--- src/sv/iprf_pkg.sv ---
// Package for the integer polynomial root finder.
// Holds the coefficient and root types and the shared arithmetic result type.
// No dependencies.
package iprf_pkg;

   // Width of one incoming coefficient
   localparam int IN_W = 16;
   // Width of the stored coefficients and the Horner accumulator
   localparam int COEF_W = 64;
   // Width of a root, which is also the width of a search candidate
   localparam int ROOT_W = 7;
   // Full width of accumulator times candidate
   localparam int PROD_W = COEF_W + ROOT_W;

   typedef logic signed [COEF_W-1:0] coef_type;
   typedef logic signed [ROOT_W-1:0] root_type;

   // Result of one multiply-add step
   typedef struct packed {
      coef_type sum;
      logic     ovf;
   } mac_result_type;

endpackage

--- src/sv/iprf_mac.sv ---
// Shared multiply-add unit: acc * mult + addend, wrapped to 64 bits.
// Flags a product or a sum that leaves the signed 64-bit range.
// Depends on iprf_pkg.
module iprf_mac (
   input  iprf_pkg::coef_type       acc,
   input  iprf_pkg::root_type       mult,
   input  iprf_pkg::coef_type       addend,
   output iprf_pkg::mac_result_type result
);
   import iprf_pkg::*;

   logic signed [PROD_W-1:0] prod;
   coef_type                 prod_wrap;
   coef_type                 sum;
   logic                     mul_ovf;
   logic                     add_ovf;

   // exact product; it fits only if the top bits all copy the sign
   assign prod      = PROD_W'(acc) * PROD_W'(mult);
   assign prod_wrap = prod[COEF_W-1:0];
   assign mul_ovf   = !((&prod[PROD_W-1:COEF_W-1]) || !(|prod[PROD_W-1:COEF_W-1]));

   // wrapped add with signed overflow check
   assign sum     = prod_wrap + addend;
   assign add_ovf = (prod_wrap[COEF_W-1] == addend[COEF_W-1])
                    && (sum[COEF_W-1] != prod_wrap[COEF_W-1]);

   assign result.sum = sum;
   assign result.ovf = mul_ovf || add_ovf;

endmodule

--- src/sv/integer_polynomial_root_finder_unit.sv ---
// Channel   | Ports                                           | Handshake
// ----------+-------------------------------------------------+---------------------------
// request   | req_coefficient, req_last_coefficient           | start && !busy
// result    | rsp_root, rsp_has_root, rsp_overflow,           | rsp_valid, one cycle each
//           | rsp_last_result                                 |
//
// A coefficient request without the last mark is stored while there is room; busy stays low.
// On the last coefficient the sequencer runs the search on the one shared multiply-add
// unit: each candidate is one Horner evaluation over the degree, each root found is
// followed by a deflation, with up to SEARCH_TRIES candidates per pass, over up to
// MAX_DEGREE passes, then the results are emitted. busy is high the whole time.
// Reset is synchronous and clears all control state; the receiver cannot stall.
// Depends on iprf_pkg and iprf_mac.
module integer_polynomial_root_finder_unit #(
   parameter int MAX_DEGREE   = 8,
   parameter int SEARCH_TRIES = 100
) (
   input  logic                              clock,
   input  logic                              reset,
   input  logic                              start,
   input  logic signed [iprf_pkg::IN_W-1:0]  req_coefficient,
   input  logic                              req_last_coefficient,
   output logic                              busy,
   output logic                              rsp_valid,
   output iprf_pkg::root_type                rsp_root,
   output logic                              rsp_has_root,
   output logic                              rsp_overflow,
   output logic                              rsp_last_result
);
   import iprf_pkg::*;

   localparam int DEPTH  = MAX_DEGREE + 1;
   localparam int IDX_W  = $clog2(DEPTH);
   localparam int CNT_W  = $clog2(DEPTH + 1);
   localparam int RIX_W  = (MAX_DEGREE > 1) ? $clog2(MAX_DEGREE) : 1;
   localparam int CAND_W = $clog2(SEARCH_TRIES);

   typedef enum logic [2:0] {
      ST_IDLE,
      ST_CAND_INIT,
      ST_EVAL,
      ST_DEFL_INIT,
      ST_DEFL,
      ST_EMIT
   } state_type;

   state_type          state_ff, state_in;
   logic [CNT_W-1:0]   cnt_ff, cnt_in;
   logic [IDX_W-1:0]   deg_ff, deg_in;
   logic [IDX_W-1:0]   ptr_ff, ptr_in;
   logic [CAND_W-1:0]  cand_ff, cand_in;
   coef_type           acc_ff, acc_in;
   logic               ovf_loc_ff, ovf_loc_in;
   logic               ovf_seen_ff, ovf_seen_in;
   logic [IDX_W-1:0]   n_ff, n_in;
   logic [IDX_W-1:0]   emit_ff, emit_in;
   logic               rsp_valid_ff, rsp_valid_in;
   root_type           rsp_root_ff, rsp_root_in;
   logic               rsp_has_root_ff, rsp_has_root_in;
   logic               rsp_overflow_ff, rsp_overflow_in;
   logic               rsp_last_result_ff, rsp_last_result_in;
   coef_type           rd_ff;

   coef_type           coef_store [DEPTH];
   root_type           root_buf [MAX_DEGREE];

   logic               accept;
   logic               room;
   coef_type           coef_ext;
   coef_type           rd_data;
   logic [ROOT_W-1:0]  cand_ext;
   root_type           cand_mag;
   root_type           cand_z;
   mac_result_type     mac;
   logic               root_found;
   logic               defl_wr;

   assign accept = start && !busy;
   assign room   = cnt_ff < CNT_W'(DEPTH);
   assign busy   = state_ff != ST_IDLE;

   assign coef_ext = {{(COEF_W - IN_W){req_coefficient[IN_W-1]}}, req_coefficient};
   // registered read, addressed by the next pointer so that it matches the current pointer
   assign rd_data  = rd_ff;

   // candidate order 0, 0, -1, 1, -2, 2, ...
   assign cand_ext = ROOT_W'(cand_ff);
   assign cand_mag = root_type'(cand_ext >> 1);
   assign cand_z   = cand_ext[0] ? cand_mag : -cand_mag;

   iprf_mac u_mac (
      .acc    (acc_ff),
      .mult   (cand_z),
      .addend (rd_data),
      .result (mac)
   );

   // last Horner step of a candidate with an exact zero
   assign root_found = (state_ff == ST_EVAL) && (ptr_ff == deg_ff)
                       && !(ovf_loc_ff || mac.ovf) && (mac.sum == '0);
   assign defl_wr    = (state_ff == ST_DEFL) && (ptr_ff != deg_ff);

   // sequencer next state
   always_comb begin
      logic [IDX_W-1:0] deg_new;
      deg_new            = room ? IDX_W'(cnt_ff) : IDX_W'(MAX_DEGREE);
      state_in           = state_ff;
      cnt_in             = cnt_ff;
      deg_in             = deg_ff;
      ptr_in             = ptr_ff;
      cand_in            = cand_ff;
      acc_in             = acc_ff;
      ovf_loc_in         = ovf_loc_ff;
      ovf_seen_in        = ovf_seen_ff;
      n_in               = n_ff;
      emit_in            = emit_ff;
      rsp_valid_in       = 1'b0;
      rsp_root_in        = rsp_root_ff;
      rsp_has_root_in    = rsp_has_root_ff;
      rsp_overflow_in    = rsp_overflow_ff;
      rsp_last_result_in = rsp_last_result_ff;
      case (state_ff)
         ST_IDLE: begin
            emit_in = '0;
            if (accept) begin
               if (room) begin
                  cnt_in = cnt_ff + CNT_W'(1);
               end
               if (req_last_coefficient) begin
                  cnt_in      = '0;
                  deg_in      = deg_new;
                  ovf_seen_in = 1'b0;
                  n_in        = '0;
                  cand_in     = '0;
                  ptr_in      = '0;
                  state_in    = (deg_new == '0) ? ST_EMIT : ST_CAND_INIT;
               end
            end
         end
         ST_CAND_INIT: begin
            acc_in     = rd_data;
            ptr_in     = IDX_W'(1);
            ovf_loc_in = 1'b0;
            state_in   = ST_EVAL;
         end
         ST_EVAL: begin
            if (ptr_ff == deg_ff) begin
               if (ovf_loc_ff || mac.ovf) begin
                  ovf_seen_in = 1'b1;
               end
               ptr_in = '0;
               if (root_found) begin
                  n_in     = n_ff + IDX_W'(1);
                  state_in = ST_DEFL_INIT;
               end else if (cand_ff == CAND_W'(SEARCH_TRIES - 1)) begin
                  state_in = ST_EMIT;
               end else begin
                  cand_in  = cand_ff + CAND_W'(1);
                  state_in = ST_CAND_INIT;
               end
            end else begin
               acc_in     = mac.sum;
               ovf_loc_in = ovf_loc_ff || mac.ovf;
               ptr_in     = ptr_ff + IDX_W'(1);
            end
         end
         ST_DEFL_INIT: begin
            acc_in   = rd_data;
            ptr_in   = IDX_W'(1);
            state_in = ST_DEFL;
         end
         ST_DEFL: begin
            if (ptr_ff == deg_ff) begin
               deg_in = deg_ff - IDX_W'(1);
               if (deg_ff == IDX_W'(1)) begin
                  state_in = ST_EMIT;
               end else begin
                  cand_in  = '0;
                  ptr_in   = '0;
                  state_in = ST_CAND_INIT;
               end
            end else begin
               acc_in = mac.sum;
               ptr_in = ptr_ff + IDX_W'(1);
               if (mac.ovf) begin
                  ovf_seen_in = 1'b1;
               end
            end
         end
         ST_EMIT: begin
            rsp_valid_in       = 1'b1;
            rsp_has_root_in    = n_ff != '0;
            rsp_root_in        = (n_ff != '0) ? root_buf[emit_ff[RIX_W-1:0]] : '0;
            rsp_overflow_in    = ovf_seen_ff;
            rsp_last_result_in = (n_ff == '0) || (emit_ff == n_ff - IDX_W'(1));
            if (rsp_last_result_in) begin
               state_in = ST_IDLE;
            end else begin
               emit_in = emit_ff + IDX_W'(1);
            end
         end
         default: begin
            state_in = ST_IDLE;
         end
      endcase
   end

   // state and registered outputs
   always_ff @(posedge clock) begin
      if (reset) begin
         state_ff     <= ST_IDLE;
         cnt_ff       <= '0;
         deg_ff       <= '0;
         ptr_ff       <= '0;
         cand_ff      <= '0;
         ovf_loc_ff   <= 1'b0;
         ovf_seen_ff  <= 1'b0;
         n_ff         <= '0;
         emit_ff      <= '0;
         rsp_valid_ff <= 1'b0;
      end else begin
         state_ff           <= state_in;
         cnt_ff             <= cnt_in;
         deg_ff             <= deg_in;
         ptr_ff             <= ptr_in;
         cand_ff            <= cand_in;
         ovf_loc_ff         <= ovf_loc_in;
         ovf_seen_ff        <= ovf_seen_in;
         n_ff               <= n_in;
         emit_ff            <= emit_in;
         rsp_valid_ff       <= rsp_valid_in;
         acc_ff             <= acc_in;
         rsp_root_ff        <= rsp_root_in;
         rsp_has_root_ff    <= rsp_has_root_in;
         rsp_overflow_ff    <= rsp_overflow_in;
         rsp_last_result_ff <= rsp_last_result_in;
      end
   end

   // coefficient store: load on request, rewrite during deflation, read at the next pointer
   always_ff @(posedge clock) begin
      if (accept && room) begin
         coef_store[cnt_ff[IDX_W-1:0]] <= coef_ext;
      end else if (defl_wr) begin
         coef_store[ptr_ff] <= mac.sum;
      end
      rd_ff <= coef_store[ptr_in];
   end

   // roots found, held until the search ends
   always_ff @(posedge clock) begin
      if (root_found) begin
         root_buf[n_ff[RIX_W-1:0]] <= cand_z;
      end
   end

   assign rsp_valid       = rsp_valid_ff;
   assign rsp_root        = rsp_root_ff;
   assign rsp_has_root    = rsp_has_root_ff;
   assign rsp_overflow    = rsp_overflow_ff;
   assign rsp_last_result = rsp_last_result_ff;

   // a result only ever follows a cycle in the output state
   a_rsp_from_emit: assert property (@(posedge clock) disable iff (reset)
      rsp_valid_ff |-> ($past(state_ff) == ST_EMIT))
      else $error("result strobe without output state");

   // Horner and deflation pointers stay within the current degree
   a_ptr_range: assert property (@(posedge clock) disable iff (reset)
      (state_ff == ST_EVAL || state_ff == ST_DEFL) |-> (ptr_ff != '0 && ptr_ff <= deg_ff))
      else $error("coefficient pointer out of range");

   // a candidate starts only on a live polynomial, reading the leading coefficient
   a_cand_init: assert property (@(posedge clock) disable iff (reset)
      (state_ff == ST_CAND_INIT) |-> (deg_ff != '0 && ptr_ff == '0))
      else $error("candidate started with zero degree or stale pointer");

   // the final result ends the run
   a_last_ends: assert property (@(posedge clock) disable iff (reset)
      (rsp_valid_ff && rsp_last_result_ff) |-> (state_ff == ST_IDLE) ##1 !rsp_valid_ff)
      else $error("results continue after the final one");

   // never more roots than the largest degree
   a_root_count: assert property (@(posedge clock) disable iff (reset)
      n_ff <= IDX_W'(MAX_DEGREE))
      else $error("root count beyond maximum degree");

endmodule

--- config.mk ---
export PLATFORM = sky130hd
export DESIGN_NAME = integer_polynomial_root_finder_unit
export DESIGN_NICKNAME = d
export VERILOG_FILES = /design/src/sv/iprf_pkg.sv /design/src/sv/iprf_mac.sv /design/src/sv/integer_polynomial_root_finder_unit.sv
export SDC_FILE = /design/constraint.sdc
export NUM_CORES = 2
export LEC_CHECK = 0
export BUFFER_PORTS_ARGS = -buffer_cell sky130_fd_sc_hd__buf_2
export CAP_MARGIN = 10
export CORE_MARGIN = 4
export CORE_UTILIZATION = 55
export CTS_CLUSTER_DIAMETER = 60
export DETAILED_ROUTE_END_ITERATION = 8
export MAX_ROUTING_LAYER = met4
export PLACE_DENSITY = 0.75
export SYNTH_ARGS = -nofsm -noshare
export SYNTH_HDL_FRONTEND = slang
export SYNTH_SLANG_ARGS = --single-unit
--- constraint.sdc ---
create_clock -name clock -period 17.3 [get_ports clock]
set_input_delay 3.46 -clock clock [delete_from_list [all_inputs] [get_ports clock]]
set_output_delay 3.46 -clock clock [all_outputs]
set_load 0.03 [all_outputs]
Yosys cells after proc, flatten, opt, wreduce, memory -nomap -nowiden
Memory sizes are Yosys's and may differ from the RTL's. A register that Yosys moved wholly into a read port is not among the register bits.
Cells that the tools add are included.
- register bits: 100
- memory bits (writable): 632
- bits of input ports: 20
- word-level logic and storage cells: 160
- memories: 2
- memories (name ; words ; bits a word ; rd ports ; clocked after Yosys merged registers in ; write ports ; line ; text):
    coef_store ; 9 ; 64 ; 1 ; 1 ; 1 ; integer_polynomial_root_finder_unit.sv:64 ; coef_type coef_store [DEPTH];
    root_buf ; 8 ; 7 ; 1 ; 1 ; 1 ; integer_polynomial_root_finder_unit.sv:65 ; root_type root_buf [MAX_DEGREE];
- add/sub/neg operators: 9
- multiply operators: 1
- order comparisons: 1
- equal/unequal tests: 27
- multiplexer cells: 61
- bitwise gates (word level): 1
- reduce and logical (&&, ||, !) cells: 44
- operators with widths (kind ; count):
    64-bit 2-to-1 mux ; 2
    64-bit one-hot mux with 2 select lines ; 1
    64-bit by 7-bit multiplier with 71-bit output ; 1
    4-bit 2-to-1 mux ; 17
    64-bit adder ; 1
    64-bit zero test ; 1
    64-bit OR reduction ; 1
    7-bit 2-to-1 mux ; 8
    3-bit 2-to-1 mux ; 9
    2-bit != test (second input constant) ; 12
    4-bit one-hot mux with 2 select lines ; 3
    7-bit one-hot mux with 3 select lines ; 1
    3-bit one-hot mux with 6 select lines ; 1
    4-bit by 1-bit adder with 4-bit output (second input constant) ; 4
    1-bit 2-to-1 mux ; 16
    4-bit one-hot mux with 4 select lines ; 1
    8-bit AND reduction ; 2
    2-bit nonzero test ; 6
    5-bit AND reduction ; 2
    4-bit equality test ; 2
    4-bit zero test ; 2
    8-bit OR reduction ; 1
    4-bit by 1-bit subtractor with 4-bit output (second input constant) ; 2
    7-bit by 1-bit adder with 7-bit output (second input constant) ; 1
    25 further kinds ; 47

Logic depth before layout (Yosys ltp)
- depth after elaboration: 15
- mapped depth: 44
- mapped depth without buffers: 40

By module
Synthesis repeated with hierarchy kept, for this count alone.
- cell total of the unflattened synthesis: 4738
- area total of the unflattened synthesis: 51157.8 um2
- by module, submodules not included (module ; instances ; cells each ; area an instance (um2)):
    integer_polynomial_root_finder_unit ; 1 ; 2333 ; 31879.3
    iprf_mac ; 1 ; 2405 ; 19278.5

Least setup slack after synthesis
OpenSTA, ideal clock, no wires.
- kind: reg2reg
- start point: register cand_ff[1] (netlist: cand_ext[1])
- end point: memory root_buf[1][0] (netlist bit) (enable)
- setup time: 0.380 ns
- data arrival time: 9.866 ns
- data required time: 16.920 ns
- path slack: 7.054 ns
- stages on the path, launching flop included: 42
- path through: dfxtp_1 > clkbuf_1 > inv_1 > ha_1 > nor2_1 > xor2_1 > clkbuf_1 > clkbuf_1 > nand2_1 > fa_1 > inv_1 > fa_1 > inv_1 > fa_1 > fa_1 > inv_1 > ha_1 > buf_2 > [... 6 more ...] > o21ai_0 > a21oi_1 > o21bai_1 > a21oi_1 > xnor2_1 > ha_1 > clkbuf_1 > nand4_1 > nor4_2 > nor4b_1 > a32oi_1 > o211a_1 > a211oi_1 > nand4b_1 > nor4b_2 > o2111ai_4 > or2_2 > nor3_1
- cells in the longest elaborated chain, start to end: 14
- elaborated cells between the ends (all ways): 20
- classes of those cells: add/sub: 2; mul: 1; eq/ne: 2; mux: 3; reduce/logical: 12
- RTL lines (what ; line ; text):
    from (decl) ; integer_polynomial_root_finder_unit.sv:51 ; logic [CAND_W-1:0] cand_ff, cand_in;
    from (signal assigned) ; integer_polynomial_root_finder_unit.sv:226 ; cand_ff <= cand_in;
    6-bit negation with 7-bit output ; integer_polynomial_root_finder_unit.sv:89 ; assign cand_z = cand_ext[0] ? cand_mag : -cand_mag;
    7-bit 2-to-1 mux * ; integer_polynomial_root_finder_unit.sv:89 ;
    64-bit by 7-bit multiplier with 71-bit output * ; iprf_mac.sv:19 ; assign prod = PROD_W'(acc) * PROD_W'(mult);
    branches (longest 8 deep; another with 64-bit adder) ; - ;
    1-bit logical AND * ; integer_polynomial_root_finder_unit.sv:100 ; && !(ovf_loc_ff || mac.ovf) && (mac.sum == '0);
    1-bit 2-to-1 mux * ; integer_polynomial_root_finder_unit.sv:252 ; if (root_found) begin
    1-bit 2-to-1 mux (not written as such) * ; integer_polynomial_root_finder_unit.sv:253 ; root_buf[n_ff[RIX_W-1:0]] <= cand_z;
    to (decl) ; integer_polynomial_root_finder_unit.sv:65 ;
Every way passes the cells marked *.

Worst setup path in the final report
- start point: register cand_ff[1] (netlist: cand_ext[1])
- end point: memory root_buf[1][5] (netlist bit) (enable)
Same word-level chain as after synthesis.

==> impl_metrics.env <==
export IMPL_status="finished clean"
export IMPL_cts_setup_buffers=0
export IMPL_ys_types=105
export IMPL_grt_use_total_pct=28.9
export IMPL_die_area_um2=99200
export IMPL_grt_pass1_wl_um=217000
export IMPL_drt_pass1_iterations=5
export IMPL_timing_critical_path_mode_cell="fa_1"
export IMPL_ctsHoldBuffers=0
export IMPL_syn_area_um2=51800
export IMPL_coreArea_um2=93500
export IMPL_synth_ff_type="edfxtp_1"
export IMPL_startpoint="cand_ext[1]"
export IMPL_cts_sinks=803
export IMPL_grt_ovfl_total=0
export IMPL_design_area_um2=55700
export IMPL_synthArstFlopShare_pct=0
export IMPL_crit_slowest_cell="nor3_1"
export IMPL_postSynthCellCount=5116
export IMPL_cap_viol_max_count=0
export IMPL_cp_max_fo=77
export IMPL_wl_um=139000
export IMPL_antenna_left=0
export IMPL_synth_yosys_seq_area_share_pct=44.6
export IMPL_fp_dieH_um=315
export IMPL_grt_pass1_vias=37100
export IMPL_arrival_ns=13.25
export IMPL_tightest_slew_ns=1.27
export IMPL_start_kind="register"
export IMPL_rsz0062_at_grt="false"
export IMPL_wire_per_inst_um=22.0
export IMPL_slew_violations=0
export IMPL_antenna_cells=0
export IMPL_dpl_instance_area_um2=53100
export IMPL_slew_headroom_pct=14.3
export IMPL_routabilityCongestion=1.00
export IMPL_grt_start_max_net_pins=159
export IMPL_criticalPathCategory="reg2reg"
export IMPL_critPathRequiredTime_ns=17.59
export IMPL_yosysWarnings=0
export IMPL_peakVddDrop_mv=0.131
export IMPL_finalCritPeriodShare_pct=74.9
export IMPL_holdCritStartpoint="ovf_seen_ff"
export IMPL_start_util_pct=55.5
export IMPL_setup_viol=0
export IMPL_cts_buffer_depth=3
export IMPL_drc=0
export IMPL_clock_latency_ns=0.67
export IMPL_die_w_um=315
export IMPL_drtIter0Drc=4114
export IMPL_cts_buffers=80
export IMPL_area_growth_pct=7.50
export IMPL_clockRootBuffer="clkbuf_16"
export IMPL_vias_per_cell=6.05
export IMPL_cp_buffers_inverters=5
export IMPL_htree_num_levels=3
export IMPL_p_per_area_nw_per_um2=121
export IMPL_layout_drive_gt1_share_pct=6.02
export IMPL_fin_crit_ns=12.96
export IMPL_setup_tns_ns=0
export IMPL_fmax_mhz=77.2
export IMPL_num_rows=112
export IMPL_hold_viol_final=0
export IMPL_r2r_start="cand_ext[1]"
export IMPL_synth_edff_count=706
export IMPL_cts_tree="built"
export IMPL_crit_path_end_kind="register"
export IMPL_seq_area_um2=23100
export IMPL_nets=5564
export IMPL_hold_worst_slack_ns=0.441
export IMPL_io_buffers=31
export IMPL_post_cts_resized=0
export IMPL_num_io_pins=32
export IMPL_hpwlAfterDp_um=96000
export IMPL_p_leak_nw=21.7
export IMPL_multi_input_area_um2=26200
export IMPL_synth_nets=5678
export IMPL_path_clk_slew_ns=0.06
export IMPL_ys_seq_elements=803
export IMPL_clock_skew_ns=0.0549
export IMPL_n_fill_cell=7597
export IMPL_slowest_delay_ns=0.76
export IMPL_vias=38200
export IMPL_antenna_found_initial=1
export IMPL_report_power_total_w=0.00674
export IMPL_path_delay_family="simple AND/OR/NAND/NOR gates"
export IMPL_syn_avg_cell_area_um2=10.1
export IMPL_hp_class="reg2reg"
[logic make-up (layout without fill, tap and decap cells)]
| kind of cell | after synthesis | after routing | synth area share (%) |
|---|---|---|---|
| and+or+nand+nor | 1970 | 1970 | 18.0 |
| AOI/OAI and AO/OA | 908 | 908 | 11.0 |
| DFF | 803 | 803 | 44.6 |
| buffers and inverters | 724 | 677 | 5.30 |
| adders and majority gates | 542 | 542 | 17.8 |
| xor gates and xnor gates | 140 | 140 | 2.37 |
| muxes | 29 | 29 | 0.912 |
[area by class of cell]
class	instances	share of cell area, %
clock buffers	108	3.91
clock inverters	41	0.828
flip-flops and latches	803	41.5
multi-input cells	3589	46.9
inverters	451	3.04
repair buffers	77	0.943
well taps	1254	2.82
[flip-flops by register name, summed over array words and instances, names as in the netlist]
| name | count |
|---|---|
| coef_store | 576 |
| acc_ff | 64 |
| rd_data | 64 |
| root_buf | 56 |
| cand_ext | 7 |
| rsp_root | 7 |
| cnt_ff | 4 |
| deg_ff | 4 |
| emit_ff | 4 |
| n_ff | 4 |
| ptr_ff | 4 |
| state_ff | 3 |
| ovf_loc_ff | 1 |
| ovf_seen_ff | 1 |
| rsp_has_root | 1 |
| rsp_last_result | 1 |
| rsp_overflow | 1 |
| rsp_valid | 1 |
[final timing paths]
kind                                       end  slack (ns)  depth (start not counted)
worst max register to register  root_buf[1][5]        4.34                         37
worst max-delay path            root_buf[1][5]        4.34                         37
worst min register to register    rsp_overflow        0.44                          0
worst min-delay path              rsp_overflow        0.44                          0
[cell usage after synthesis (10+ instances only)]
| cell | number | area share [%] |
|---|---|---|
| nand2_1 | 893 | 6.5 |
| edfxtp_1 | 706 | 41 |
| inv_1 | 450 | 3.3 |
| fa_1 | 325 | 13 |
| and2_1 | 310 | 3.7 |
| a21oi_1 | 284 | 2.7 |
| nor2_1 | 273 | 2.0 |
| clkbuf_1 | 239 | 1.7 |
| o21ai_0 | 236 | 2.3 |
| ha_1 | 217 | 5.2 |
| nand3_1 | 163 | 1.6 |
| dfxtp_1 | 97 | 3.7 |
| a31oi_1 | 83 | 1.0 |
| xnor2_1 | 80 | 1.4 |
| and3_1 | 79 | 0.95 |
| a311oi_1 | 65 | 1.1 |
| xor2_1 | 60 | 1.0 |
| nand4_1 | 58 | 0.70 |
| nor3_1 | 47 | 0.45 |
| or2_2 | 31 | 0.37 |
| a21o_1 | 27 | 0.39 |
| o211ai_1 | 23 | 0.33 |
| o21a_1 | 22 | 0.32 |
| buf_2 | 21 | 0.20 |
| a211oi_1 | 20 | 0.29 |
| nand2b_1 | 20 | 0.24 |
| o21bai_1 | 20 | 0.29 |
| nor4_1 | 15 | 0.18 |
| mux4_2 | 14 | 0.61 |
| mux2i_1 | 12 | 0.23 |
| buf_1 | 11 | 0.080 |
| a22oi_1 | 10 | 0.14 |
| and4_1 | 10 | 0.17 |
| or3_1 | 10 | 0.12 |
[layer usage]
layer | global-route usage, % | wire length (um) | up-vias
met2 | 42.3 | 61500 | 1657
met5 | - | 0 | -
met1 | 42.8 | 61500 | 18900
met4 | 7.10 | 3320 | 0
li1 | - | - | 17500
met3 | 4.40 | 12700 | 216
[where the power goes]
group | switching (W) | total, W | internal, W
registers | 0.000273 | 0.00278 | 0.00250
clock network | 0.000767 | 0.00173 | 0.000964
logic | 0.00157 | 0.00223 | 0.000662
total | 0.00261 | 0.00674 | 0.00413
[per-stage QoR]
step	utilization [%]	cells	setup WS [ns]
2_1_floorplan	-	5116	7.05
3_3_place_gp	56.8	6171	4.54
3_5_place_dp	56.8	6171	4.45
4_1_cts	59.6	6320	4.38
5_1_grt	59.6	6323	3.68
6_report	59.6	6323	4.34
[cell usage in the layout, fill, tap and decap left out, drive strengths merged, types with 10 or more instances in the layout]
master	instances
a211oi	20
a21o	27
a21oi	286
a221oi	10
a22oi	10
a311oi	66
a31oi	84
and2	311
and3	79
and4	10
buf	74
clkbuf	111
clkinv	27
dfxtp	97
edfxtp	706
fa	325
ha	217
inv	459
mux2i	12
mux4	14
nand2	893
nand2b	20
nand3	163
nand4	59
nor2	274
nor3	49
nor4	16
o211ai	24
o21a	22
o21ai	242
o21bai	20
o31ai	11
or2	32
or3	10
xnor2	80
xor2	60
Power figures use the tool's default switching activity.
